$ cat src/hdl/dao_cell.sv
module dao_cell #(
	parameter int PHASE_BITS = 24
) (
	input  logic                  clk,
	input  logic                  arst_n,
	input  logic                  shift,
	input  logic [PHASE_BITS-1:0] nxt,
	input  logic [PHASE_BITS-1:0] add,
	output logic [PHASE_BITS-1:0] phase
);

	logic [PHASE_BITS-1:0] phase_q;

	// Take the neighbour's phase, advanced by whatever it brings along
	always_ff @(posedge clk or negedge arst_n) begin
		if (!arst_n) begin
			phase_q <= '0;
		end else if (shift) begin
			phase_q <= nxt + add;
		end
	end

	assign phase = phase_q;

endmodule

$ cat config.mk
export PLATFORM = sky130hd
export DESIGN_NAME = dao_cell
export DESIGN_NICKNAME = d
export VERILOG_FILES = /design/src/hdl/dao_cell.sv
export SDC_FILE = /design/constraint.sdc
export NUM_CORES = 1
export LEC_CHECK = 0
export BUFFER_PORTS_ARGS = -buffer_cell sky130_fd_sc_hd__buf_4
export CAP_MARGIN = 20
export CORE_MARGIN = 3
export CORE_UTILIZATION = 55
export DETAILED_ROUTE_END_ITERATION = 16
export PLACE_DENSITY = 0.86
export SLEW_MARGIN = 20
export SYNTH_ARGS = -nofsm -noshare
export SYNTH_HDL_FRONTEND = slang
export SYNTH_SLANG_ARGS = --single-unit
$ cat constraint.sdc
create_clock -name clk -period 3.1 [get_ports clk]
set_clock_uncertainty 0.15 [all_clocks]
set_input_delay 0.465 -clock clk [delete_from_list [all_inputs] [get_ports clk]]
set_output_delay 0.465 -clock clk [all_outputs]
set_load 0.02 [all_outputs]
Word-level counts from Yosys, hierarchy flattened
Index checks and enable logic that the tools add are counted.

Output and inout port bits: 24. Register bits after elaboration: 24.

Add/sub/neg operators: 1.

Operator list (count): 24-bit adder (1).

Depth between registers and ports, before layout
Depth in word-level cells: 1. Mapped depth: 8. Mapped depth without buffers: 8.

Worst setup path after synthesis
No wires, ideal clock.

Kind: input to register. From: input nxt[0]. To: register phase_q[16] (netlist: phase[16]). Slack: 414 ps. Buffers on the path: 0. Stages on the path: 8. Arrival time: 2412 ps. Library setup time: 125 ps. Data required time: 2825 ps. Cells stage by stage: ha_1 > fa_1 > a21o_1 > a221o_1 > a221oi_4 > o21bai_2 > xor2_1 > mux2_2.

Longest elaborated chain between the ends: 1.

RTL lines: start, declared (line 7) `input logic [PHASE_BITS-1:0] nxt,`; 24-bit adder (line 19) `phase_q <= nxt + add;`; end signal, assigned (line 19); end, declared (line 12) `logic [PHASE_BITS-1:0] phase_q;`.

Every way passes these cells. A chain may end at the register's enable or synchronous reset.

Worst setup path after layout
Ends and elaborated chain as after synthesis.

==> summary.txt <==
Run status
  – Status: complete, no violations

GRT
  – Total track usage: 0.232
  – Number of global-route vias before repair: 2,110
  – Largest net degree at the start of global routing: 37
  – First-pass GRT wire length: 9470 µm
  – Gr ovfl total: 0
  – Initial antenna violation count: 0

Yosys
  – Area fraction in compound gates after synthesis: 0.234
  – Commonest cells post-synth: dfrtp_1, ha_1, a21oi_1, nand2_1, mux2_2
  – Cells after synthesis: 235
  – Syn nets: 310
  – Mux contribution to synthesized area: 0.0955
  – Post-synth EDFFs: 0
  – Post-synthesis instance area: 2210 µm²
  – Ys Warns: 0
  – Share of the synthesized area in the top cell type: 0.271
  – Most common cell in the synthesized netlist: dfrtp_1
  – Fraction of registers with async set/reset: 1.00
  – Post-Synth Adder-Cell Area: 0.139
  – Synth Area in Simple Gates: 0.151
  – Avg Synthesized Cell Area: 9.42 µm²
  – Synth top area cells: dfrtp_1, ha_1, mux2_2
  – Count of unique library cells instantiated by Yosys: 52
  – Dominant synthesized flop cell: dfrtp_1
  – Synth Register Bits: 24
  – Register area share after synthesis: 0.271
  – Synth area leader: dfrtp_1
  – Xor/xnor share of the synthesized area: 0.0672
  – Largest family of logic cells by synthesized area: compound AO/OA/AOI/OAI gates

Clock network
  – CTS Buf Count: 3
  – Root Buffer: clkbuf_8
  – Post-CTS resize count: 0
  – CTS tree: built
  – Htree depth: 1
  – Clk slew on worst S/H paths: 0.09 ns
  – Clock insertion delay at the later pin of the skew report: 0.27 ns
  – Worst-case clock buffer depth: 2
  – Postcts setup bufs: 0
  – Sink Count: 24

Setup path
  – Setup crit start kind: input pin
  – Arrival time worst endpoint: 2.67 ns
  – CP Class: in2reg
  – Crit Path Max Fanout: 3
  – Critical Path Sink Type: flip-flop
  – CP max-delay cell: fa_1
  – Cells along the critical path: buf_4 -> ha_1 -> fa_1 -> a21o_1 -> a221o_1 -> a221oi_4 -> o21bai_2 -> xor2_1 -> mux2_2
  – Required time worst endpoint: 3.12 ns
  – Crit-path max cell delay: 0.42 ns

Route
  – Routed Antenna Nets: 0
  – Drt pass-1 iters: 4
  – Routed vias: 2,125
  – Drt via density: 6.04
  – DRC Markers: 0
  – DR WL/cell: 15.7 µm
  – DRT iter0 DRCs: 73
  – Drt total wl: 5540 µm

Layout
  – ANT cells: 0
  – Share of cells above drive strength 1: 0.352
  – Nets: 380
  – Finished Layout Cells: 352
  – Layout area overhead: 28.3%
  – Max FFs per register: 24
  – Fill cell count: 284

Placement
  – Dpl cells: 347
  – Hpwl dp: 4520 µm
  – GPL Wtd Cong: 0.932
  – Port Buffers: 74
  – Place WS: 0.157 ns

Timing
  – Max Fclk: 378 MHz
  – TNS Setup: 0 ns
  – Setup WS post-layout: 0.452 ns
  – RSZ-0062 raised after global routing: no
  – Worst-margin pin slew: 0.501 ns
  – Final Hold Vio Count: 0
  – Final period utilization: 0.854
  – Final Setup Violations: 0
  – Worst slew margin: 0.662
  – Post-layout min period: 2.65 ns
  – Pins Over Slew Limit: 0

Die
  – Die footprint: 4820 µm²
  – Initial core utilization: 0.587
  – Ports: 75
  – Row Count: 22
  – Die Y-Extent: 69.5 µm
  – Core Footprint: 3770 µm²
  – Die Wd: 69.5 µm

Power
  – Worst VDD drop: 305 µV
  – LEAKAGE: 1.35 nW
  – Pwr dens: 478 nW/µm²

Flow run
  – Max-cap violations: 0

Worst hold path
  – Hold WC Path Type: reg2reg
## cells in the final DEF, fill, tap and decap left out, types with 2 or more instances in the layout
master	instances
buf_4	74
dfrtp_1	24
ha_1	23
a21oi_1	22
nand2_1	18
mux2_2	17
xnor2_1	12
nor2_1	12
nand4_1	9
o21ai_0	7
nor3_1	6
inv_1	6
xor2_1	5
nor2b_1	4
a21o_1	4
nand2b_1	4
nand3_1	4
o211ai_1	3
o21bai_2	3
o2111ai_1	3
clkbuf_8	3
o211a_1	2
and3_1	2
a221oi_1	2
o21ai_2	2
a21o_2	2
o21a_1	2
o22ai_1	2
or4_1	2
o21bai_1	2
mux2i_1	2
## layout make-up
class                   count  area, µm²  area share
repair buffers             75        566       0.199
clock buffers               3       41.3      0.0145
well taps                  48       60.1      0.0211
multi-input cells         195       1520       0.535
clock inverters             1       30.0      0.0106
inverters                   6       22.5     0.00793
flip-flops and latches     24        601       0.211
## path summary, 6_finish.rpt
kind                                       startpoint                    end  slack [ns]  cells past startpoint
worst max-delay path                           nxt[0]  phase[16]$_DFFE_PN0P_        0.45                      9
worst min-delay path            phase[19]$_DFFE_PN0P_  phase[19]$_DFFE_PN0P_        0.35                      1
worst max register to register  phase[23]$_DFFE_PN0P_  phase[23]$_DFFE_PN0P_        2.01                      3
worst min register to register  phase[19]$_DFFE_PN0P_  phase[19]$_DFFE_PN0P_        0.35                      1
max in group asynchronous                      arst_n   phase[1]$_DFFE_PN0P_        2.09                      2
min in group asynchronous                      arst_n   phase[9]$_DFFE_PN0P_        0.47                      2
## per-stage QoR
| step | hold slack [ns] | cell area (µm²) | util | total power (W) |
|---|---|---|---|---|
| floorplan | 0.0194 | 2210 | - | 0.000834 |
| global placement | 0.230 | 2760 | 0.732 | 0.00106 |
| detailed placement | 0.238 | 2760 | 0.732 | 0.00108 |
| CTS | 0.355 | 2840 | 0.753 | 0.00137 |
| global route | 0.367 | 2840 | 0.753 | 0.00144 |
| finish | 0.354 | 2840 | 0.753 | 0.00136 |
## metal layers
layer | GRT usage | share of wire | vias up
met4 | 0.0542 | 0.016 | 0
li1 | - | - | 1035
met3 | 0.0507 | 0.058 | 9
met1 | 0.282 | 0.41 | 1003
met2 | 0.414 | 0.51 | 78
met5 | 0 | 0 | -
## cell families after synthesis
group / count (synthesis)
fa+ha+maj: 24
simple gates: 66
compound gates: 69
flops: 24
mux: 19
xor+xnor: 17
buf+inv: 16
## critical path, delay by kind of cell
family	cells	cell delay (ns)
adder cells (fa/ha/maj)	2	0.65
multiplexers	1	0.27
XOR/XNOR	1	0.14
buffers and inverters	1	0.11
AO/OA/AOI/OAI	4	1.04
## where the power goes
group	internal, W	leakage (nW)	switching (W)
Clock	0.000173	0.0357	0.000111
Combinational	0.000305	1.03	0.000337
Sequential	0.000388	0.282	0.0000451
Total	0.000866	1.35	0.000493
## timing repair
item                                    CTS  global route
endpoints found under the setup margin    0             0
hold buffers                              1             0
hold endpoints to repair                 24             0
No activity file was read; power rests on OpenSTA's default activity.
