File: config.mk
export PLATFORM = sky130hd
export DESIGN_NAME = dao_inc
export DESIGN_NICKNAME = d
export VERILOG_FILES = /design/src/hdl/dao_pkg.sv /design/src/hdl/dao_inc.sv
export SDC_FILE = /design/constraint.sdc
export NUM_CORES = 2
export LEC_CHECK = 0
export ABC_AREA = 0
export BUFFER_PORTS_ARGS = -buffer_cell sky130_fd_sc_hd__clkbuf_2
export CAP_MARGIN = 20
export CORE_ASPECT_RATIO = 1.5
export CORE_MARGIN = 2
export CORE_UTILIZATION = 25
export DETAILED_ROUTE_END_ITERATION = 6
export HOLD_SLACK_MARGIN = 0.02
export PLACE_DENSITY = 0.47
export SLEW_MARGIN = 40
export SYNTH_ARGS = -nofsm -noshare
export SYNTH_HDL_FRONTEND = slang
export SYNTH_SLANG_ARGS = --single-unit
export TNS_END_PERCENT = 10
File: constraint.sdc
create_clock -name clk -period 11.4 [get_ports clk]
set_input_delay 0 -clock clk [delete_from_list [all_inputs] [get_ports clk]]
set_output_delay 0 -clock clk [all_outputs]
set_load 0.05 [all_outputs]
File: src/hdl/dao_pkg.sv
package dao_pkg;

	// Register indexes on the configuration port
	typedef enum logic [2:0] {
		REG_BAR_SUB   = 3'd0,
		REG_BAR_FUND  = 3'd1,
		REG_BAR_OCT   = 3'd2,
		REG_BAR_MIX2  = 3'd3,
		REG_BAR_MIX3  = 3'd4,
		REG_MORPH     = 3'd5,
		REG_DRIVE     = 3'd6
	} reg_idx_t;

	localparam int NUM_PARTIALS = 8;
	localparam int NUM_BARS     = 5;

	// Partial tag travelling with a word through the shared units
	typedef struct packed {
		logic       valid;
		logic [2:0] idx;
	} tag_t;

	typedef logic [19:0] mult_t;

	// Partial frequency multipliers, Q16
	localparam mult_t MULT_Q16 [NUM_PARTIALS] = '{
		20'd32768, 20'd65536, 20'd98304, 20'd131072,
		20'd196608, 20'd262144, 20'd330281, 20'd524288
	};

	// Drawbar register feeding each partial
	localparam reg_idx_t BAR_OF [NUM_PARTIALS] = '{
		REG_BAR_SUB, REG_BAR_FUND, REG_BAR_MIX2, REG_BAR_OCT,
		REG_BAR_MIX3, REG_BAR_MIX3, REG_BAR_MIX2, REG_BAR_MIX3
	};

	// Sine series coefficients, Q28
	localparam logic signed [31:0] SIN_C0 = 32'sd43068;
	localparam logic signed [31:0] SIN_C1 = -32'sd1256744;
	localparam logic signed [31:0] SIN_C2 = 32'sd21392326;
	localparam logic signed [31:0] SIN_C3 = -32'sd173399667;
	localparam logic signed [31:0] SIN_C4 = 32'sd421657428;

	localparam logic [28:0] ONE_Q28 = 29'd268435456;

	// Reciprocals: floor(n/1023) = (n*R1023)>>37, floor(t/5) = (t*R5)>>29,
	// floor(m/5115) = (m*R5115)>>54 for m below 2^41
	localparam logic [27:0] R1023 = 28'd134348929;
	localparam logic [26:0] R5    = 27'd107374183;
	localparam logic [41:0] R5115 = 42'd3521876541444;

	localparam logic [45:0] SAT_LIM   = 46'(64'd40920 * ((64'd1 << 28) + 64'd1));
	localparam logic [16:0] D_ONE     = 17'd65536;

	// Signed divide by 65536, truncating toward zero
	function automatic logic signed [33:0] sdiv16(input logic signed [49:0] x);
		logic signed [49:0] t;
		t = x[49] ? (x + 50'sd65535) : x;
		return t[49:16];
	endfunction

	// One Horner step: c + trunc(p*u2/65536)
	function automatic logic signed [31:0] horner(input logic signed [31:0] p,
			input logic [16:0] u2, input logic signed [31:0] c);
		logic signed [49:0] pr;
		logic signed [33:0] sum;
		pr = p * $signed({1'b0, u2});
		sum = 34'(c) + sdiv16(pr);
		return sum[31:0];
	endfunction

	// Drawbar levels above eight count as eight
	function automatic logic [3:0] bar_clamp(input logic [3:0] b);
		return (b > 4'd8) ? 4'd8 : b;
	endfunction

endpackage

File: src/hdl/dao_inc.sv
module dao_inc #(
	parameter int PHASE_BITS = 24
) (
	input  logic                  clk,
	input  logic                  arst_n,
	input  dao_pkg::tag_t         tag_in,
	input  logic [23:0]           base,
	input  logic [16:0]           d,
	output dao_pkg::tag_t         tag_out,
	output logic [PHASE_BITS-1:0] inc
);

	localparam int SH = 56 - PHASE_BITS;

	dao_pkg::tag_t tag_s1, tag_s2, tag_s3, tag_s4;
	logic [35:0] here_s1, next_s1, mix_s2;
	logic [41:0] plo_s3, phi_s3;
	logic [PHASE_BITS-1:0] inc_s4;
	logic [2:0] knext;
	logic [59:0] full;

	assign knext = tag_in.idx + 3'd1;
	assign full = {phi_s3, 18'd0} + 60'(plo_s3);

	// Advance tags
	always_ff @(posedge clk or negedge arst_n) begin
		if (!arst_n) begin
			tag_s1 <= '0;
			tag_s2 <= '0;
			tag_s3 <= '0;
			tag_s4 <= '0;
		end else begin
			tag_s1 <= tag_in;
			tag_s2 <= tag_s1;
			tag_s3 <= tag_s2;
			tag_s4 <= tag_s3;
		end
	end

	// Blend multipliers, then scale by the base increment in two halves
	always_ff @(posedge clk) begin
		here_s1 <= dao_pkg::MULT_Q16[tag_in.idx] * (dao_pkg::D_ONE - d);
		next_s1 <= dao_pkg::MULT_Q16[knext] * d;
		mix_s2  <= here_s1 + next_s1;
		plo_s3  <= base * mix_s2[17:0];
		phi_s3  <= base * mix_s2[35:18];
		inc_s4  <= full[SH +: PHASE_BITS];
	end

	assign tag_out = tag_s4;
	assign inc = inc_s4;

endmodule

After elaboration in Yosys (flattened, before gate mapping)
Memory sizes are Yosys's and may differ from the RTL's. Index checks and enable logic that the tools add are counted. W data, S select, Z words.

Bits in registers: 228. Memory bits (read-only): 320. Bits of input ports: 47. Output and inout port bits: 28. Word-level logic and storage cells: 32. Memories kept: 2.

Memory list: (name not given) (words 8, width 20, rd ports 1, clocked after memory_dff 0, write ports 0, RTL line dao_inc.sv:43) `next_s1 <= dao_pkg::MULT_Q16[knext] * d;`; (name not given) (words 8, width 20, rd ports 1, clocked after memory_dff 0, write ports 0, RTL line dao_inc.sv:42) `here_s1 <= dao_pkg::MULT_Q16[tag_in.idx] * (dao_pkg::D_ONE - d);`.

Add/subtract/negate cells: 4. Multipliers: 4. Magnitude comparators: 2. Mux-type cells: 4. Bitwise logic cells: 2.

Operators with widths (count): $mux W20 (4); $add A56 B42 Y56 (1); $mul A24 B18 Y42 (1); $mul A24 B18 Y38 (1); $add A36 B36 Y36 (1); $mul A20 B17 Y36 (1); $mul A21 B18 Y36 (1); $sub A17 B17 Y18 const A (1); $ge A4 B4 Y1 const B (2); $not A3 Y4 (2); $add A3 B1 Y3 const B (1).

Longest topological paths before layout
Depth in word-level cells: 6. Mapped depth: 28. Gate-level depth less buffers: 27.

Worst setup path before layout
No wires, ideal clock.

Kind: input to register. Start: in tag_in[0] in the netlist's numbering. End: reg next_s1[35]. Library setup time: 0.120 ns. Data arrival time: 6.235 ns. Data required time: 11.280 ns. Path slack: 5.045 ns. Cell stages on the path: 23. Path buffers: 2. Cells stage by stage: ha_1 ha_1 clkbuf_1 mux2i_1 clkbuf_1 nand2_1 fa_1 inv_1 fa_1 ha_1 fa_1 fa_1 fa_1 ha_1 a21o_1 a21o_1 a21o_1 a21o_1 a21o_1 or3_1 a31oi_1 nor2_1 a211o_1.

Word-level cells in the longest chain between the ends: 6.

Ends and longest elaborated chain: start: declaration (RTL line dao_inc.sv:6) `input dao_pkg::tag_t tag_in,`; $add A3 B1 Y3 (RTL line dao_inc.sv:22) `assign knext = tag_in.idx + 3'd1;`; $not A3 Y4 (not written as such) (RTL line dao_inc.sv:43); $mem_v2 Z8 W20; $mux W20 (not written as such) (2 in series) (RTL line dao_inc.sv:43); $mul A20 B17 Y36 (RTL line dao_inc.sv:43); end signal: assignment (RTL line dao_inc.sv:43); end: declaration (RTL line dao_inc.sv:16) `logic [35:0] here_s1, next_s1, mix_s2;`.

Every way passes these cells. The select of a mux whose other input is x is not followed.

Final worst setup path
Start: in d[0]. End: reg here_s1[34].

Word-level cells in the longest chain between the ends: 2.

Ends and longest elaborated chain: start: declaration (RTL line dao_inc.sv:8) `input logic [16:0] d,`; $sub A17 B17 Y18 (RTL line dao_inc.sv:42); $mul A21 B18 Y36 (RTL line dao_inc.sv:42); end signal: assignment (RTL line dao_inc.sv:42); end: declaration (RTL line dao_inc.sv:16).

Every way passes these cells.

==> flow_summary.yaml <==
outcome:
  status: "finished, violations left"
  violations: "negative hold slack"
sta:
  whs_ns: -0.0492
  skew_ns: 0.0233
  post-route-period-util_pct: 63.3
  slew_headroom_pct: 46.6
  tightest_slew_ns: 0.796
  min_period_ns: 7.22
  setup_viol: 0
  finalHoldViolCount: 16
  fin_tns_setup_ns: 0
  fmax_ghz: 0.139
  rsz0062_at_grt: "false"
  drv_slew: 0
die:
  core_um2: 184000
  placementRows: 193
  die_h_um: 531
  io_pins: 75
  initial_utilization_pct: 25.1
  dieArea_um2: 189000
  die_w_um: 355
place:
  dpl-instance-area_um2: 49400
  portBuffers: 74
  gp_congestion: 0.868
  dp_hpwl_um: 103000
grt:
  grt_max_degree: 40
  grt_remaining_overflow: 0
  antenna_found_initial: 5
  grtUsageTotal_pct: 13.9
  grt_pass1_wl_um: 206000
  grt_pass1_vias: 37335
cts:
  cts-root-buf: "clkbuf_16"
  numCtsBuffers: 27
  clock_latency_ns: 0.64
  cts_resized: 0
  clock-sinks: 210
  htreeDepth: 1
  cts_hold_buf: 11
  cts_tree: "built"
  cts_max_path_buffers: 3
  clk_pin_slew_worst_paths_ns: 0.06
  post_cts_buffers: 0
setup_path:
  cp-end-kind: "flip-flop"
  crit_slowest_cell: "dlygate4sd3_1"
  reg2reg_to: "plo_s3[38]"
  cp_max_fo: 8
  crit_path_max_incr_delay_ns: 0.53
  reg2reg_from: "mix_s2[3]"
  crit_type: "in2reg"
  r2r_setup_slack_ns: 4.55
  crit_arrival_ns: 7.73
  crit_buf_inv: 7
  ff2ff_path_depth: 21
  worstPathRequired_ns: 11.92
  start_kind: "input pin"
  path_delay_family: "adder cells"
routing:
  drt-pass1-iter-count: 5
  wl_per_cell_um: 16.8
  routed_via_density: 4.38
  drt-initial-drc-count: 1223
  drc: 0
  ant_nets: 0
  vias: 33142
  wirelength_um: 127000
yosys:
  syn_avg_cell_area_um2: 9.01
  syn_area_um2: 46300
  synth_seq_area_share_pct: 9.26
  synth_cell_types: 86
  synth_seq_cells: 210
  yosysWarnings: 0
  synth_async_sr_flop_share_pct: 7.62
  synth_edf_count: 0
  synth-main-ff-cell: "dfxtp_1"
  synthCells: 5134
layout:
  fillers: 19917
  stdcell_area_um2: 50400
  drive_gt1_share_pct: 4.41
  area_delta_synth_final_pct: 8.93
  finalNetCount: 6645
min_path:
  hold_class: "in2async"
run:
  cap_viol_max_count: 0
placed cells by master (no fill, tap or decap), types with 33 or more instances in the layout:
master / count
inv_1: 1181
nand2_1: 757
o21ai_0: 67
dfxtp_1: 192
nor2_1: 142
a21o_1: 51
nor3_1: 39
and2_1: 298
clkbuf_2: 73
nand3_1: 33
ha_1: 575
and3_1: 54
fa_1: 915
a21oi_1: 121
buf_4: 65
xor2_1: 56
xnor2_1: 140
synth_stat cells (22+ instances only):
cell type	instances	area, um^2
inv_1	1181	4430
fa_1	915	18300
nand2_1	757	2840
ha_1	576	7210
and2_1	298	1860
clkbuf_1	197	739
dfxtp_1	194	3880
nor2_1	142	533
xnor2_1	140	1230
a21oi_1	121	606
o21ai_0	67	335
xor2_1	56	490
and3_1	54	338
a21o_1	51	383
nor3_1	39	195
nand3_1	33	165
a211oi_1	24	180
o21a_1	24	180
o21bai_1	22	165
final cells by class:
class,instances,area [um^2],share of cell area [%]
antenna,2,5.00,0.00993
clock buffer,34,742,1.47
clock inverter,16,144,0.286
inverter,1182,4440,8.80
multi-input combinational,3536,36800,73.0
sequential,210,4290,8.51
tap,2437,3050,6.05
timing repair buffer,150,966,1.92
routing by layer:
layer | global-route usage, % | up-vias | share of wire [%]
li1 | - | 15402 | -
met1 | 15.1 | 17018 | 38
met2 | 27.8 | 538 | 55
met3 | 1.25 | 180 | 2.8
met4 | 4.65 | 4 | 3.5
met5 | 0 | - | 0.017
state kept, by name, summed over array words and instances, names as in the netlist:
| name | flops |
|---|---|
| here_s1 | 36 |
| tag_s2 | 4 |
| plo_s3 | 24 |
| tag_s1 | 4 |
| tag_out | 4 |
| phi_s3 | 38 |
| mix_s2 | 36 |
| tag_s3 | 4 |
| inc | 24 |
| next_s1 | 36 |
metrics by stage:
stage                     hold WS [ns]  setup slack (ns)  utilization (%)  cells
after detailed placement       0.00944              4.10             26.8   7504
after CTS                       0.0581              4.22             27.4   7565
after global routing            0.0205              3.60             27.4   7566
after floorplan                 -0.296              5.05                -   5135
after global placement          0.0117              4.15             26.8   7504
final                          -0.0492              4.18             27.4   7567
how the worst max path moves through the flow:
stage	cells past startpoint	slack [ns]	end	start
floorplan	23	5.05	next_s1[35]	tag_in[0]
global placement	25	4.15	next_s1[35]	tag_in[0]
detailed placement	26	4.10	here_s1[34]	d[0]
CTS	27	4.22	here_s1[34]	d[0]
global route	27	3.60	here_s1[34]	d[0]
finish	28	4.18	here_s1[34]	d[0]
worst register-to-register path, stage by stage (launching register included):
cell      delay (ns)
dfxtp_1         0.31
buf_4           0.29
nand2_1         0.17
fa_1            0.57
inv_1           0.07
fa_1            0.53
inv_1           0.05
fa_1            0.48
fa_1            0.55
inv_1           0.05
fa_1            0.53
fa_1            0.45
ha_1            0.33
a21oi_1         0.18
o21ai_0         0.23
a22oi_1         0.30
and4b_1         0.47
a21oi_1         0.20
nor3_1          0.46
o21ai_0         0.22
a211oi_1        0.27
nor2_1          0.05
cells by family (layout without fill, tap and decap cells):
kind of cell             Yosys count  count (layout)  synth area share [%]
other                              1               4               0.00811
AO/OA/AOI/OAI                    418             418                  6.06
AND/OR/NAND/NOR                 1423            1423                  14.4
buffers and inverters           1389            1382                  11.3
XOR/XNOR                         196             196                  3.71
adder cells (fa/ha/maj)         1491            1491                  55.2
multiplexers                       6               6                 0.138
flip-flops                       210             210                  9.26
Power is not shown: default switching activity piles up to over one toggle a cycle in this logic, so the estimate is an artifact.
